**config.mk**
```make
export PLATFORM = sky130hd
export DESIGN_NAME = btb_shared_table
export DESIGN_NICKNAME = d
export VERILOG_FILES = /design/src/hw/rtl/btb_pkg.sv /design/src/hw/rtl/btb_shared_table.sv
export SDC_FILE = /design/constraint.sdc
export NUM_CORES = 1
export LEC_CHECK = 0
export BUFFER_PORTS_ARGS = -buffer_cell sky130_fd_sc_hd__buf_2
export CORE_ASPECT_RATIO = 1.1
export CORE_UTILIZATION = 49
export DETAILED_ROUTE_END_ITERATION = 8
export GPL_TIMING_DRIVEN = 1
export PLACE_DENSITY = 0.64
export SYNTH_ARGS = -nofsm -noshare
export SYNTH_HDL_FRONTEND = slang
export SYNTH_SLANG_ARGS = --single-unit
```
**constraint.sdc**
```tcl
create_clock -name clock -period 4.7 [get_ports clock]
set_input_delay 0.47 -clock clock [delete_from_list [all_inputs] [get_ports clock]]
set_output_delay 0.47 -clock clock [all_outputs]
set_load 0.05 [all_outputs]
```
**src/hw/rtl/btb_pkg.sv**
```systemverilog
// Shared types, constants and register codes of the branch target buffer predictor.
`timescale 1ns / 1ps

package btb_pkg;

   // Default sizing of the buffer and of the history.
   localparam int MAX_ENTRIES_DEF = 32;
   localparam int MAX_HISTORY_DEF = 8;

   // Fixed field widths.
   localparam int PC_W       = 32;
   localparam int TAG_W      = 30;
   localparam int TAG_MAX    = 30;
   localparam int CSR_ADDR_W = 5;
   localparam int CSR_DATA_W = 32;

   // Address arithmetic: instruction step, index base bit and xor sources.
   localparam int PC_STEP  = 4;
   localparam int IDX_LSB  = 2;
   localparam int XOR_LOW  = 2;
   localparam int XOR_HIGH = 16;

   // Two-bit counter limits.
   localparam logic [1:0] CTR_MIN = 2'd0;
   localparam logic [1:0] CTR_MAX = 2'd3;

   // Register reset values.
   localparam logic [2:0] RST_ENTRIES_LOG2   = 3'd5;
   localparam logic [3:0] RST_HISTORY_LENGTH = 4'd8;
   localparam logic [4:0] RST_TAG_BITS       = 5'd30;
   localparam logic [1:0] RST_COUNTER_RESET  = 2'd1;

   // Register indexes, at byte address four times the index.
   typedef enum logic [2:0] {
      REG_ENTRIES_LOG2,
      REG_HISTORY_LENGTH,
      REG_TAG_BITS,
      REG_COUNTER_RESET,
      REG_HISTORY_IS_GLOBAL,
      REG_TABLE_IS_GLOBAL,
      REG_SHARE_MODE
   } reg_index_type;

   // Index xor source.
   typedef enum logic [1:0] {
      SHARE_NONE,
      SHARE_LOW,
      SHARE_HIGH
   } share_type;

   // Request kind.
   typedef enum logic {
      ACT_PREDICT,
      ACT_UPDATE
   } action_type;

   // Sequencer states.
   typedef enum logic [1:0] {
      ST_IDLE,
      ST_LOOKUP,
      ST_EXEC
   } state_type;

   // Effective configuration, already clamped to legal values.
   typedef struct packed {
      logic [2:0] entries_log2;
      logic [3:0] history_length;
      logic [4:0] tag_bits;
      logic [1:0] counter_reset;
      logic       history_is_global;
      logic       table_is_global;
      share_type  share_mode;
   } cfg_type;

endpackage

```
**src/hw/rtl/btb_shared_table.sv**
```systemverilog
// Shared pattern counter table with per-counter valid flags for fast reload.
`timescale 1ns / 1ps

module btb_shared_table #(
   parameter int MAX_HISTORY = btb_pkg::MAX_HISTORY_DEF,
   localparam int DEPTH = 2 ** MAX_HISTORY
) (
   input  logic                   clock,
   input  logic                   reset,
   input  logic                   clear,
   input  logic [1:0]             counter_reset,
   input  logic                   rd_en,
   input  logic [MAX_HISTORY-1:0] rd_addr,
   output logic [1:0]             rd_value,
   input  logic                   wr_en,
   input  logic [MAX_HISTORY-1:0] wr_addr,
   input  logic [1:0]             wr_value
);

   logic [1:0]       ctr_mem [DEPTH];
   logic [1:0]       rd_data_ff;
   logic             rd_hit_ff;
   logic [DEPTH-1:0] valid_ff, valid_in;

   // A counter without its valid flag reads as the current start value.
   always_comb begin
      valid_in = valid_ff;
      if (clear) begin
         valid_in = '0;
      end else if (wr_en) begin
         valid_in[wr_addr] = 1'b1;
      end
   end

   always_ff @(posedge clock) begin
      if (reset) begin
         valid_ff <= '0;
      end else begin
         valid_ff <= valid_in;
      end
   end

   always_ff @(posedge clock) begin
      if (wr_en) begin
         ctr_mem[wr_addr] <= wr_value;
      end
      if (rd_en) begin
         rd_data_ff <= ctr_mem[rd_addr];
         rd_hit_ff  <= valid_ff[rd_addr];
      end
   end

   assign rd_value = rd_hit_ff ? rd_data_ff : counter_reset;

endmodule

```
After elaboration in Yosys (flattened, before gate mapping). Memory sizes are Yosys's and may differ from the RTL's. A register that Yosys moved wholly into a read port is not among the register bits. Cells that the tools add are included.

Order comparisons: 3. Bitwise gates (word level): 1. Reduce and logical (&&, ||, !) cells: 2. Muxes and demuxes: 7.

Operator list (count): $or A256 B256 Y256 (1); $lt A8 B9 Y1 const B (2); $bmux W1 S8 (1); $demux W1 S8 (1); $ge A8 B1 Y1 const B (1); $mux W1 (4); $mux W2 (1); $reduce_or A2 Y1 (1); $logic_and A1 B1 Y1 (1).

Memories kept: 1. Flip-flop bits (word level): 257. RAM bits: 512. Word-level logic and storage cells: 16. Bits of input ports: 25.

Memories: ctr_mem (depth 256, bits a word 2, rd ports 1, clocked after memory_dff 1, write ports 1, RTL line btb_shared_table.sv:20) `logic [1:0] ctr_mem [DEPTH];`.

Longest topological paths before layout.
Depth in word-level cells: 5. Gate-level depth with buffers: 11.

Worst setup path before layout. Ideal clock, no wire load.

Path kind: input-to-reg. Start point: input rd_addr[0]. End point: register rd_data_ff[0] (read register of ctr_mem), data pin. Stages on the path: 9. Setup slack: 2.159 ns. Setup time: 0.268 ns. Arrival time: 2.274 ns. Buffers on the path: 3. Path through: buf_6 > buf_6 > buf_2 > mux4_2 > mux4_2 > nor2_1 > nor2_1 > nand3_1 > o311ai_1.

RTL lines: start, declared (RTL line btb_shared_table.sv:13) `input logic [MAX_HISTORY-1:0] rd_addr,`; end, declared (RTL line btb_shared_table.sv:21) `logic [1:0] rd_data_ff;`.

==> flow_summary.toml <==
[logic_synthesis]
ys_seq_area_frac = 0.677
synth_cells = 1860
synth-seq-cells = 771
syn_area_per_cell_sq_um = 16.4
ys.warnings.count = 0
syn_area_sq_mm = 0.0304
synth.distinct_cells = 48
synth.net_count = 1885

[clock_network]
cts_tree = "done"
cts_resized = 0
cts_hold_buffers = 0
clock-sinks = 771
postCtsSetupRepairBufs = 0
cts-buffers-inserted = 77
cts_root_buffer = "clkbuf_16"
clkTransAtPathRegs_ns = 0.06
htreeDepth = 3
clk_latency_ns = 0.61
max-clock-path-buffers = 3

[routing]
drt-pass1-iter-count = 5
wirelength_microns = 72400
wl_met3_microns = 3930
drt-initial-drc-count = 1435
met2_length_microns = 36800
post_drt_wl_per_cell_microns = 26.2
wl_met1_microns = 29700
vias = 16555
drcViolationCount = 0
highest_layer = "met5"
viasPerCell = 5.99
ant_nets = 0

[min_path]
hold_path_class = "input pin to flop"

[timing]
slew-limit-headroom = 0.275
setup_viol = 0
drv_slew = 0
fin_crit_ns = 2.83
skew_ns = 0.0176
fin_tns_setup_ns = 0
max_freq_ghz = 0.353
tightestPinTransition_ns = 1.09
final_hold_viol_count = 0
rsz0062_at_grt = "false"
min_period_over_period = 0.603

[final_layout]
drive_above_1_share = 0.192
final_util = 0.552
fill_cells = 4743
nNetsFinal = 1903
area_growth_pct = 11.2
fin_area_sq_mm = 0.0338

[setup_path]
required_ns = 5.05
cp-end-kind = "flop"
crit_type = "input pin to flop"
critPathArrivalTime_ns = 3.18
start_kind = "input pin"
cp_max_fo = 71

[die]
core_sq_mm = 0.0612
rows = 95
die-area_sq_mm = 0.0631
die_height_microns = 263
pin_count = 27
die-width_microns = 240
start_util = 0.497

[power]
power_w = 0.0141
leakage_nw = 10.9
irDropWorstVdd_v = 0.000253
power_density_mw_per_mm2 = 418

[placement]
gp_congestion = 0.824
dpl_cell_area_sq_mm = 0.0313
io_buffers = 26
hpwl_microns = 43400

[grt]
first_global_vias = 17145
grt_pass1_wl_microns = 109000
antenna_found_initial = 2
grt.total_usage = 0.236
grt_overflow = 0
grt_max_degree = 183

[job]
max_cap_viol_count = 0

[run_status]
status = "finished, final reports clean"
## worst max-delay path, cell delays in order
cell      delay (ns)
buf_8           0.40
buf_12          0.51
buf_4           0.44
mux4_2          0.55
a221oi_1        0.30
o21ai_0         0.17
nand3_1         0.14
o311ai_1        0.10
## Yosys cell counts (all sizes together)
cell type / number / area share
a22oi: 23 / 0.0057
edfxtp: 515 / 0.51
nor3b: 1 / 0.00025
nor4b: 1 / 0.00029
o311ai: 3 / 0.00086
a221oi: 10 / 0.0029
mux2i: 39 / 0.013
nor2b: 11 / 0.0023
o221ai: 10 / 0.0029
mux4: 194 / 0.15
or3: 3 / 0.00066
nand2b: 5 / 0.0010
o2111ai: 3 / 0.00086
and3: 1 / 0.00021
buf: 49 / 0.014
nand4: 3 / 0.00062
o211ai: 4 / 0.00099
or2b: 1 / 0.00025
dfxtp: 256 / 0.17
nor2: 275 / 0.034
and3b: 1 / 0.00029
a31o: 2 / 0.00058
and2: 2 / 0.00041
o21a: 256 / 0.063
inv: 2 / 0.00025
a21o: 2 / 0.00049
o22ai: 4 / 0.00082
o2111a: 1 / 0.00037
o21ai: 3 / 0.00049
nor3: 9 / 0.0015
nor4: 1 / 0.00021
a31oi: 1 / 0.00021
or2: 1 / 0.00021
a22o: 6 / 0.0017
nand3: 19 / 0.0031
mux2: 12 / 0.0044
a21oi: 12 / 0.0020
nand2: 43 / 0.0053
clkbuf: 76 / 0.011
## area by class of cell
| cell class | instances | area, sq um | area share |
|---|---|---|---|
| clock buffers | 112 | 2220 | 0.0658 |
| repair buffers | 64 | 522 | 0.0154 |
| flip-flops and latches | 771 | 20600 | 0.609 |
| well taps | 824 | 1030 | 0.0305 |
| inverters | 2 | 7.51 | 0.000222 |
| clock inverters | 27 | 340 | 0.0101 |
| multi-input cells | 962 | 9100 | 0.269 |
| diodes | 1 | 2.50 | 0.0000740 |
## stage by stage
step                      worst slack [ns]  std cells  hold WS (ns)
after global routing                  1.58       2762         0.153
after floorplan                       2.16       1860         0.432
after CTS                             1.80       2762         0.139
final                                 1.87       2763         0.158
after global placement                1.12       2623         0.440
after detailed placement              1.14       2623         0.450
## power breakdown
part | leakage (nW) | switching [W] | internal (W)
clock network | 1.25 | 0.00253 | 0.00373
registers | 6.69 | 0.00000694 | 0.00724
logic | 3.01 | 0.000412 | 0.000217
## cell usage in the layout (no fill, tap or decap), types with 3 or more instances in the layout
cell,count
o22ai_1,4
o21ai_0,3
edfxtp_1,515
nand2_1,40
dfxtp_1,256
nand3_2,4
mux4_2,173
nand2_2,3
o21a_1,256
buf_12,6
o211ai_1,4
a22oi_1,23
mux2_2,12
buf_2,22
clkbuf_8,7
clkinv_2,9
clkbuf_1,24
a22o_1,6
nor3_1,9
buf_4,32
clkbuf_16,82
nor2b_1,11
nand2b_1,5
o2111ai_1,3
a21oi_1,12
nand3_1,15
bufinv_16,8
o311ai_1,3
mux4_1,21
nor2_1,273
clkinv_1,6
mux2i_1,39
o221ai_1,10
nand4_1,3
a221oi_1,10
## cell families (layout without fill, tap and decap cells)
group | count (synthesis) | after routing | synth area share
mux | 245 | 245 | 0.164
flops | 771 | 771 | 0.677
compound gates | 340 | 340 | 0.0840
other cells | 0 | 1 | 0
buf+inv | 127 | 205 | 0.0250
simple gates | 377 | 377 | 0.0505
## worst paths after layout
| path | depth (start not counted) | start | slack [ns] | to |
|---|---|---|---|---|
| setup reg to reg | 5 | valid_ff[22]$_SDFFE_PP0P_ | 2.10 | rd_hit_ff$_DFFE_PP_ |
| hold / removal | 1 | rd_en | 0.16 | rd_data_ff[0]$_DFFE_PP_ |
| setup / recovery | 8 | rd_addr[0] | 1.87 | rd_data_ff[1]$_DFFE_PP_ |
| hold reg to reg | 1 | valid_ff[230]$_SDFFE_PP0P_ | 0.46 | valid_ff[230]$_SDFFE_PP0P_ |
## routing by layer
| metal | vias to the layer above | global-route usage |
|---|---|---|
| li1 | 7309 | - |
| met1 | 8609 | 0.311 |
| met2 | 523 | 0.402 |
| met3 | 112 | 0.0339 |
| met4 | 2 | 0.0795 |
| met5 | - | 0 |
## state kept, by name, summed over array words and instances, names as in the netlist
register / count
rd_hit_ff: 1
valid_ff: 256
rd_data_ff: 2
ctr_mem: 512
Power figures use the tool's default switching activity.
