--- src/hw/rtl/btb_pkg.sv ---
// Shared types, constants and register codes of the branch target buffer predictor.
`timescale 1ns / 1ps

package btb_pkg;

   // Default sizing of the buffer and of the history.
   localparam int MAX_ENTRIES_DEF = 32;
   localparam int MAX_HISTORY_DEF = 8;

   // Fixed field widths.
   localparam int PC_W       = 32;
   localparam int TAG_W      = 30;
   localparam int TAG_MAX    = 30;
   localparam int CSR_ADDR_W = 5;
   localparam int CSR_DATA_W = 32;

   // Address arithmetic: instruction step, index base bit and xor sources.
   localparam int PC_STEP  = 4;
   localparam int IDX_LSB  = 2;
   localparam int XOR_LOW  = 2;
   localparam int XOR_HIGH = 16;

   // Two-bit counter limits.
   localparam logic [1:0] CTR_MIN = 2'd0;
   localparam logic [1:0] CTR_MAX = 2'd3;

   // Register reset values.
   localparam logic [2:0] RST_ENTRIES_LOG2   = 3'd5;
   localparam logic [3:0] RST_HISTORY_LENGTH = 4'd8;
   localparam logic [4:0] RST_TAG_BITS       = 5'd30;
   localparam logic [1:0] RST_COUNTER_RESET  = 2'd1;

   // Register indexes, at byte address four times the index.
   typedef enum logic [2:0] {
      REG_ENTRIES_LOG2,
      REG_HISTORY_LENGTH,
      REG_TAG_BITS,
      REG_COUNTER_RESET,
      REG_HISTORY_IS_GLOBAL,
      REG_TABLE_IS_GLOBAL,
      REG_SHARE_MODE
   } reg_index_type;

   // Index xor source.
   typedef enum logic [1:0] {
      SHARE_NONE,
      SHARE_LOW,
      SHARE_HIGH
   } share_type;

   // Request kind.
   typedef enum logic {
      ACT_PREDICT,
      ACT_UPDATE
   } action_type;

   // Sequencer states.
   typedef enum logic [1:0] {
      ST_IDLE,
      ST_LOOKUP,
      ST_EXEC
   } state_type;

   // Effective configuration, already clamped to legal values.
   typedef struct packed {
      logic [2:0] entries_log2;
      logic [3:0] history_length;
      logic [4:0] tag_bits;
      logic [1:0] counter_reset;
      logic       history_is_global;
      logic       table_is_global;
      share_type  share_mode;
   } cfg_type;

endpackage

--- src/hw/rtl/btb_csr.sv ---
// Configuration registers with their bus port and the clamped view used by the datapath.
`timescale 1ns / 1ps

module btb_csr #(
   parameter int MAX_ENTRIES = btb_pkg::MAX_ENTRIES_DEF,
   parameter int MAX_HISTORY = btb_pkg::MAX_HISTORY_DEF
) (
   input  logic                              clock,
   input  logic                              reset,
   input  logic                              csr_psel,
   input  logic                              csr_penable,
   input  logic                              csr_pwrite,
   input  logic [btb_pkg::CSR_ADDR_W-1:0]    csr_paddr,
   input  logic [btb_pkg::CSR_DATA_W-1:0]    csr_pwdata,
   output logic [btb_pkg::CSR_DATA_W-1:0]    csr_prdata,
   output logic                              csr_pready,
   output btb_pkg::cfg_type                  cfg,
   output logic                              clear_shared
);

   // Largest entry count exponent that fits the buffer.
   localparam int LOG2_MAX = $clog2(MAX_ENTRIES + 1) - 1;

   logic [2:0] entries_log2_ff,   entries_log2_in;
   logic [3:0] history_length_ff, history_length_in;
   logic [4:0] tag_bits_ff,       tag_bits_in;
   logic [1:0] counter_reset_ff,  counter_reset_in;
   logic       history_global_ff, history_global_in;
   logic       table_global_ff,   table_global_in;
   logic [1:0] share_mode_ff,     share_mode_in;

   logic                   wr_fire;
   btb_pkg::reg_index_type reg_sel;

   assign csr_pready = 1'b1;
   assign wr_fire    = csr_psel && csr_penable && csr_pwrite && csr_pready;
   assign reg_sel    = btb_pkg::reg_index_type'(csr_paddr[btb_pkg::CSR_ADDR_W-1:2]);

   // A transfer that writes the counter start value also reloads the shared table.
   assign clear_shared = wr_fire && (reg_sel == btb_pkg::REG_COUNTER_RESET);

   // Next register values on a write transfer.
   always_comb begin
      entries_log2_in   = entries_log2_ff;
      history_length_in = history_length_ff;
      tag_bits_in       = tag_bits_ff;
      counter_reset_in  = counter_reset_ff;
      history_global_in = history_global_ff;
      table_global_in   = table_global_ff;
      share_mode_in     = share_mode_ff;
      if (wr_fire) begin
         case (reg_sel)
            btb_pkg::REG_ENTRIES_LOG2:      entries_log2_in   = csr_pwdata[2:0];
            btb_pkg::REG_HISTORY_LENGTH:    history_length_in = csr_pwdata[3:0];
            btb_pkg::REG_TAG_BITS:          tag_bits_in       = csr_pwdata[4:0];
            btb_pkg::REG_COUNTER_RESET:     counter_reset_in  = csr_pwdata[1:0];
            btb_pkg::REG_HISTORY_IS_GLOBAL: history_global_in = csr_pwdata[0];
            btb_pkg::REG_TABLE_IS_GLOBAL:   table_global_in   = csr_pwdata[0];
            btb_pkg::REG_SHARE_MODE:        share_mode_in     = csr_pwdata[1:0];
            default: ;
         endcase
      end
   end

   always_ff @(posedge clock) begin
      if (reset) begin
         entries_log2_ff   <= btb_pkg::RST_ENTRIES_LOG2;
         history_length_ff <= btb_pkg::RST_HISTORY_LENGTH;
         tag_bits_ff       <= btb_pkg::RST_TAG_BITS;
         counter_reset_ff  <= btb_pkg::RST_COUNTER_RESET;
         history_global_ff <= 1'b0;
         table_global_ff   <= 1'b0;
         share_mode_ff     <= 2'd0;
      end else begin
         entries_log2_ff   <= entries_log2_in;
         history_length_ff <= history_length_in;
         tag_bits_ff       <= tag_bits_in;
         counter_reset_ff  <= counter_reset_in;
         history_global_ff <= history_global_in;
         table_global_ff   <= table_global_in;
         share_mode_ff     <= share_mode_in;
      end
   end

   // Read data returns the stored register value.
   always_comb begin
      csr_prdata = '0;
      case (reg_sel)
         btb_pkg::REG_ENTRIES_LOG2:      csr_prdata[2:0] = entries_log2_ff;
         btb_pkg::REG_HISTORY_LENGTH:    csr_prdata[3:0] = history_length_ff;
         btb_pkg::REG_TAG_BITS:          csr_prdata[4:0] = tag_bits_ff;
         btb_pkg::REG_COUNTER_RESET:     csr_prdata[1:0] = counter_reset_ff;
         btb_pkg::REG_HISTORY_IS_GLOBAL: csr_prdata[0]   = history_global_ff;
         btb_pkg::REG_TABLE_IS_GLOBAL:   csr_prdata[0]   = table_global_ff;
         btb_pkg::REG_SHARE_MODE:        csr_prdata[1:0] = share_mode_ff;
         default:                        csr_prdata      = '0;
      endcase
   end

   // Clamp the raw values into the ranges the datapath handles.
   always_comb begin
      cfg = '0;
      if (int'(entries_log2_ff) > LOG2_MAX) begin
         cfg.entries_log2 = 3'(LOG2_MAX);
      end else begin
         cfg.entries_log2 = entries_log2_ff;
      end
      if (history_length_ff == 4'd0) begin
         cfg.history_length = 4'd1;
      end else if (int'(history_length_ff) > MAX_HISTORY) begin
         cfg.history_length = 4'(MAX_HISTORY);
      end else begin
         cfg.history_length = history_length_ff;
      end
      if (int'(tag_bits_ff) > btb_pkg::TAG_MAX) begin
         cfg.tag_bits = 5'(btb_pkg::TAG_MAX);
      end else begin
         cfg.tag_bits = tag_bits_ff;
      end
      cfg.counter_reset     = counter_reset_ff;
      cfg.history_is_global = history_global_ff;
      cfg.table_is_global   = table_global_ff;
      case (share_mode_ff)
         2'd1:    cfg.share_mode = btb_pkg::SHARE_LOW;
         2'd2:    cfg.share_mode = btb_pkg::SHARE_HIGH;
         default: cfg.share_mode = btb_pkg::SHARE_NONE;
      endcase
   end

endmodule

--- config.mk ---
export PLATFORM = sky130hd
export DESIGN_NAME = btb_csr
export DESIGN_NICKNAME = d
export VERILOG_FILES = /design/src/hw/rtl/btb_pkg.sv /design/src/hw/rtl/btb_csr.sv
export SDC_FILE = /design/constraint.sdc
export NUM_CORES = 1
export LEC_CHECK = 0
export ABC_AREA = 0
export BUFFER_PORTS_ARGS = -buffer_cell sky130_fd_sc_hd__buf_2
export CAP_MARGIN = 20
export CORE_MARGIN = 1
export CORE_UTILIZATION = 43
export CTS_CLUSTER_DIAMETER = 100
export DETAILED_ROUTE_END_ITERATION = 6
export PLACE_DENSITY_LB_ADDON = 0.3
export SYNTH_ARGS = -nofsm -noshare
export SYNTH_HDL_FRONTEND = slang
export SYNTH_SLANG_ARGS = --single-unit
export TNS_END_PERCENT = 20
--- constraint.sdc ---
create_clock -name clock -period 2.8 [get_ports clock]
set_clock_uncertainty 0.15 [all_clocks]
set_input_delay 0.56 -clock clock [delete_from_list [all_inputs] [get_ports clock]]
set_output_delay 0.56 -clock clock [all_outputs]
set_load 0.01 [all_outputs]
---- After elaboration in Yosys (flattened, before gate mapping) ----
Index checks and enable logic that the tools add are counted.
storage, ports and cells
  register bits ........................... 18
  output and inout port bits .............. 52
  logic and storage cells ................. 40
cells by class
  $lt $le $gt $ge ......................... 3
  eq/ne operators ......................... 8
  muxes and demuxes ....................... 10
  reductions and logical operators ........ 12
operators by type and width
  cell                number
  $reduce_and 2->1    7
  $eq 3x3->1 const B  3
  $mux 4              2
  $pmux 1 s7          1
  $eq 3x2->1 const B  2
  $gt 5x5->1 const B  1
  $mux 5              1
  $pmux 1 s5          1
  $gt 4x4->1 const B  1
  $logic_not 4->1     1
  $pmux 2 s2          1
  $eq 3x1->1 const B  1
  $gt 3x3->1 const B  1
  $logic_and 1x1->1   3
  $logic_not 3->1     1
  $mux 3              1
  $pmux 1 s3          1
  $eq 2x1->1 const B  1
  $eq 2x2->1 const B  1
  $pmux 1 s2          1
  $mux 1              1

---- Longest topological paths before layout ----
  word-level depth ........................ 3
  depth in mapped cells ................... 4
  depth with buffers taken out ............ 3

---- Worst setup path after synthesis ----
Ideal clock, no wire load.
  path kind ............................... in2out
  start point ............................. input csr_paddr[3] (netlist bit)
  end point ............................... output csr_prdata[0] (netlist bit)
  arrival time ............................ 1.320 ns
  data required time ...................... 2.090 ns
  setup slack ............................. 0.770 ns
  stages on the path ...................... 4
  path buffers ............................ 1
  cell sequence ........................... buf_2 mux2i_1 o32ai_1 a221o_1
on the way
  longest elaborated chain between the ends .. 2
ends and longest elaborated chain
  what                                RTL line       text
  from (decl)                         btb_csr.sv:13  input logic [btb_pkg::CSR_ADDR_W-1:0] csr_paddr,
  $eq 3x3->1 (tied with other cells)  btb_csr.sv:88  case (reg_sel)
  $pmux 1 s7 (*)                      btb_csr.sv:88
  to (decl)                           btb_csr.sv:15  output logic [btb_pkg::CSR_DATA_W-1:0] csr_prdata,
Mark *: on every way between the ends. The rest lies on a longest branch, timed or not.

---- Final worst setup path ----
Same ends and word-level chain as after synthesis.

==> flow_summary.yaml <==
hold_path:
  min_to: "table_global_ff$_SDFFE_PP0P_"
  min_from: "table_global_ff$_SDFFE_PP0P_"
  min_path_cells: 2
  holdCritPathClass: "flop to flop"
power:
  power.share.clock_pct: 32.6
  p_leak_nw: 0.6675
  pwr-share-seq_pct: 52.2
  powerDensity_nw_per_um2: 377.2
  p_int_mw: 0.3635
  switching_share_pct: 26.93
  ir_drop_uv: 347.4
  switching_power_mw: 0.1339
  comb_power_share_pct: 15.2
timing:
  holdWs_ns: 0.3494
  period_share_pct: 79.96
  finalCriticalPeriod_ns: 2.239
  rsz0062_at_grt: "false"
  finalMaxSlewViolations: 0
  hold_viol_final: 0
  finalSetupViolCount: 0
  fin_setup_tns_ns: 0
  fmax_ghz: 0.4467
global_route:
  grt_pass1_vias: 838
  grtUsageTotal_pct: 15.60
  grt_max_degree: 26
  overflow: 0
  antenna_found_initial: 0
  grt_pass1_wl_um: 3850
clock_network:
  clock_path_buffers: 2
  cts_buffers: 3
  clkSinkCount: 18
  cts-root-buf: "clkbuf_4"
  clk_pin_slew_worst_paths_ns: 0.11
  cts_tree: "done"
  cts_resized: 0
  cts_setup_buffers: 0
  h-tree-depth: 1
  hold_buffers: 0
  clk-insertion-delay-late_ns: 0.30
setup_path:
  crit_buf_inv: 2
  crit_path_top_delay_cell: "nor3b_1"
  critPathRequiredTime_ns: 2.09
  r2r-end: "history_length_ff[2]$_SDFFE_PP0P_"
  critPathKind: "input port to primary output"
  r2r_start: "history_length_ff[2]$_SDFFE_PP0P_"
  crit_top_cell: "buf_2"
  worstSetupEndpointType: "primary output"
  path_cells: "buf_2, nor3b_1, a221o_1, buf_2"
  r2r_cells: 2
  path_delay_family: "simple AND/OR/NAND/NOR gates"
  cp_max_fo: 13
  cp-start-kind: "input port"
  reg2reg_slack_ns: 1.85
  max_stage_delay_ns: 0.40
  cp.arrival_ns: 1.53
die:
  initial_core_util_pct: 45.51
  die_w_um: 56.03
  rows: 19
  die-area_um2: 3139
  die_y_um: 56.03
  io-pin-count: 94
  core_um2: 2758
logic_synthesis:
  syn_inst: 151
  ys.flop_type: "dfxtp_1"
  synth_edf_count: 0
  ys_types: 30
  yosys.area.top_type_share_pct: 28.71
  yosys-top-cells-count: "31 x buf_4, 22 x mux2i_1, 19 x nor2_1, 18 x dfxtp_1, 12 x nand2b_1"
  synth-async-reset-ratio_pct: 0
  yosysSeqAreaShare_pct: 28.71
  yosys_warnings: 0
  synth.cell_area_um2: 1255
  synth_area_leaders: "dfxtp_1 29%, buf_4 19%, mux2i_1 18%"
  synth_most_common_cell: "buf_4"
  netlist.top_cell.by_area: "dfxtp_1"
  ys_seq_elements: 18
  syn_avg_cell_area_um2: 8.311
layout:
  area_growth_pct: 5.084
  antenna_cells: 0
  nFillCells: 277
  drive_above_1_share_pct: 24.71
  fin_cells: 205
  final_cell_area_um2: 1319
  layout.nets: 217
route:
  via_count: 975
  firstDrtPassIters: 4
  vias_per_cell: 4.756
  wl_met3_um: 174
  drt-total-wl_um: 2382
  wl_met2_um: 1095
  ant_nets: 0
  drc_errors: 0
  routed.top_layer: "met4"
  first_iter_violations: 24
  wl_met1_um: 1090
  wl_per_cell_um: 11.62
placed_design:
  placed_area_um2: 1282
  dp_cells: 201
  io_buffers: 36
  dp_hpwl_um: 1855
  gp_congestion: 0.8085
run:
  maxCapViolCount: 0
run_status:
  status: "finished, final reports clean"
cell type report:
cell class              instances  area [um^2]  share of cell area [%]
clock buffers                   4        36.28                   2.751
flip-flops and latches         18        360.3                   27.32
well taps                      31        38.79                   2.941
inverters                       1        3.754                  0.2846
multi-input cells             115        699.4                   53.04
repair buffers                 36        180.2                   13.66
state kept, by name, indices dropped and copies added (netlist names):
register           flops
counter_reset_ff       2
history_global_ff      1
history_length_ff      4
tag_bits_ff            5
entries_log2_ff        3
table_global_ff        1
share_mode_ff          2
cells in the final DEF, fill, tap and decap left out, drive strengths merged:
| cell | Yosys | final |
|---|---|---|
| buf | 35 | 36 |
| conb | 2 | 28 |
| mux2i | 22 | 22 |
| nor2 | 19 | 19 |
| dfxtp | 18 | 18 |
| nand2b | 12 | 12 |
| nor2b | 6 | 6 |
| nand2 | 6 | 6 |
| clkbuf | 8 | 4 |
| nand3 | 2 | 2 |
| o21ai | 2 | 2 |
| nand3b | 2 | 2 |
| and2 | 2 | 2 |
| and4b | 1 | 1 |
| and3 | 1 | 1 |
| and2b | 1 | 1 |
| a2bb2oi | 1 | 1 |
| o21a | 1 | 1 |
| a22oi | 1 | 1 |
| nor3b | 1 | 1 |
| o32ai | 1 | 1 |
| a221o | 1 | 1 |
| a21o | 1 | 1 |
| inv | 1 | 1 |
| a41oi | 1 | 1 |
| and4 | 1 | 1 |
| a21bo | 1 | 1 |
| a21oi | 1 | 1 |
through the flow:
step	utilization, %	setup slack, ns	power [mW]
6_report	47.82	0.5613	0.4974
5_1_grt	47.82	0.4491	0.5190
4_1_cts	47.82	0.5764	0.4993
3_5_place_dp	46.51	0.5771	0.3404
3_3_place_gp	46.51	0.5800	0.3389
2_1_floorplan	-	0.7704	0.3493
worst max path at each step:
stage	start	to	slack, ns	cells past startpoint
2_1_floorplan	csr_paddr[3]	csr_prdata[0]	0.77	4
3_3_place_gp	csr_paddr[4]	clear_shared	0.58	4
3_5_place_dp	csr_paddr[4]	clear_shared	0.58	4
4_1_cts	csr_paddr[4]	clear_shared	0.58	4
5_1_grt	csr_paddr[3]	csr_prdata[0]	0.45	4
6_report	csr_paddr[3]	csr_prdata[0]	0.56	4
kinds of logic (layout without fill, tap and decap cells):
family	after synthesis	count (layout)	synth area share, %
simple gates	54	54	23.13
compound gates	11	11	6.681
other cells	2	28	0.5984
buf+inv	44	41	23.33
mux	22	22	17.55
flops	18	18	28.71
routing by layer:
metal | track usage [%] | vias to the layer above
met5 | 0 | -
met4 | 6.272 | 0
met3 | 2.558 | 4
met2 | 25.68 | 57
met1 | 20.23 | 433
li1 | - | 481
power by group through the flow:
| stage | Clock, mW | Sequential (mW) | Combinational [mW] |
|---|---|---|---|
| 6_report | 0.162 | 0.260 | 0.0755 |
| 5_1_grt | 0.175 | 0.260 | 0.0836 |
| 4_1_cts | 0.164 | 0.260 | 0.0751 |
| 3_5_place_dp | 0 | 0.266 | 0.0747 |
| 3_3_place_gp | 0 | 0.266 | 0.0733 |
| 2_1_floorplan | 0 | 0.265 | 0.0842 |
tightest hold or removal path, cell delays in order, from the launching register on:
cell,delay (ns)
dfxtp_1,0.34
nand2b_1,0.07
mux2i_1,0.06
(Power assumes the default switching activity.)
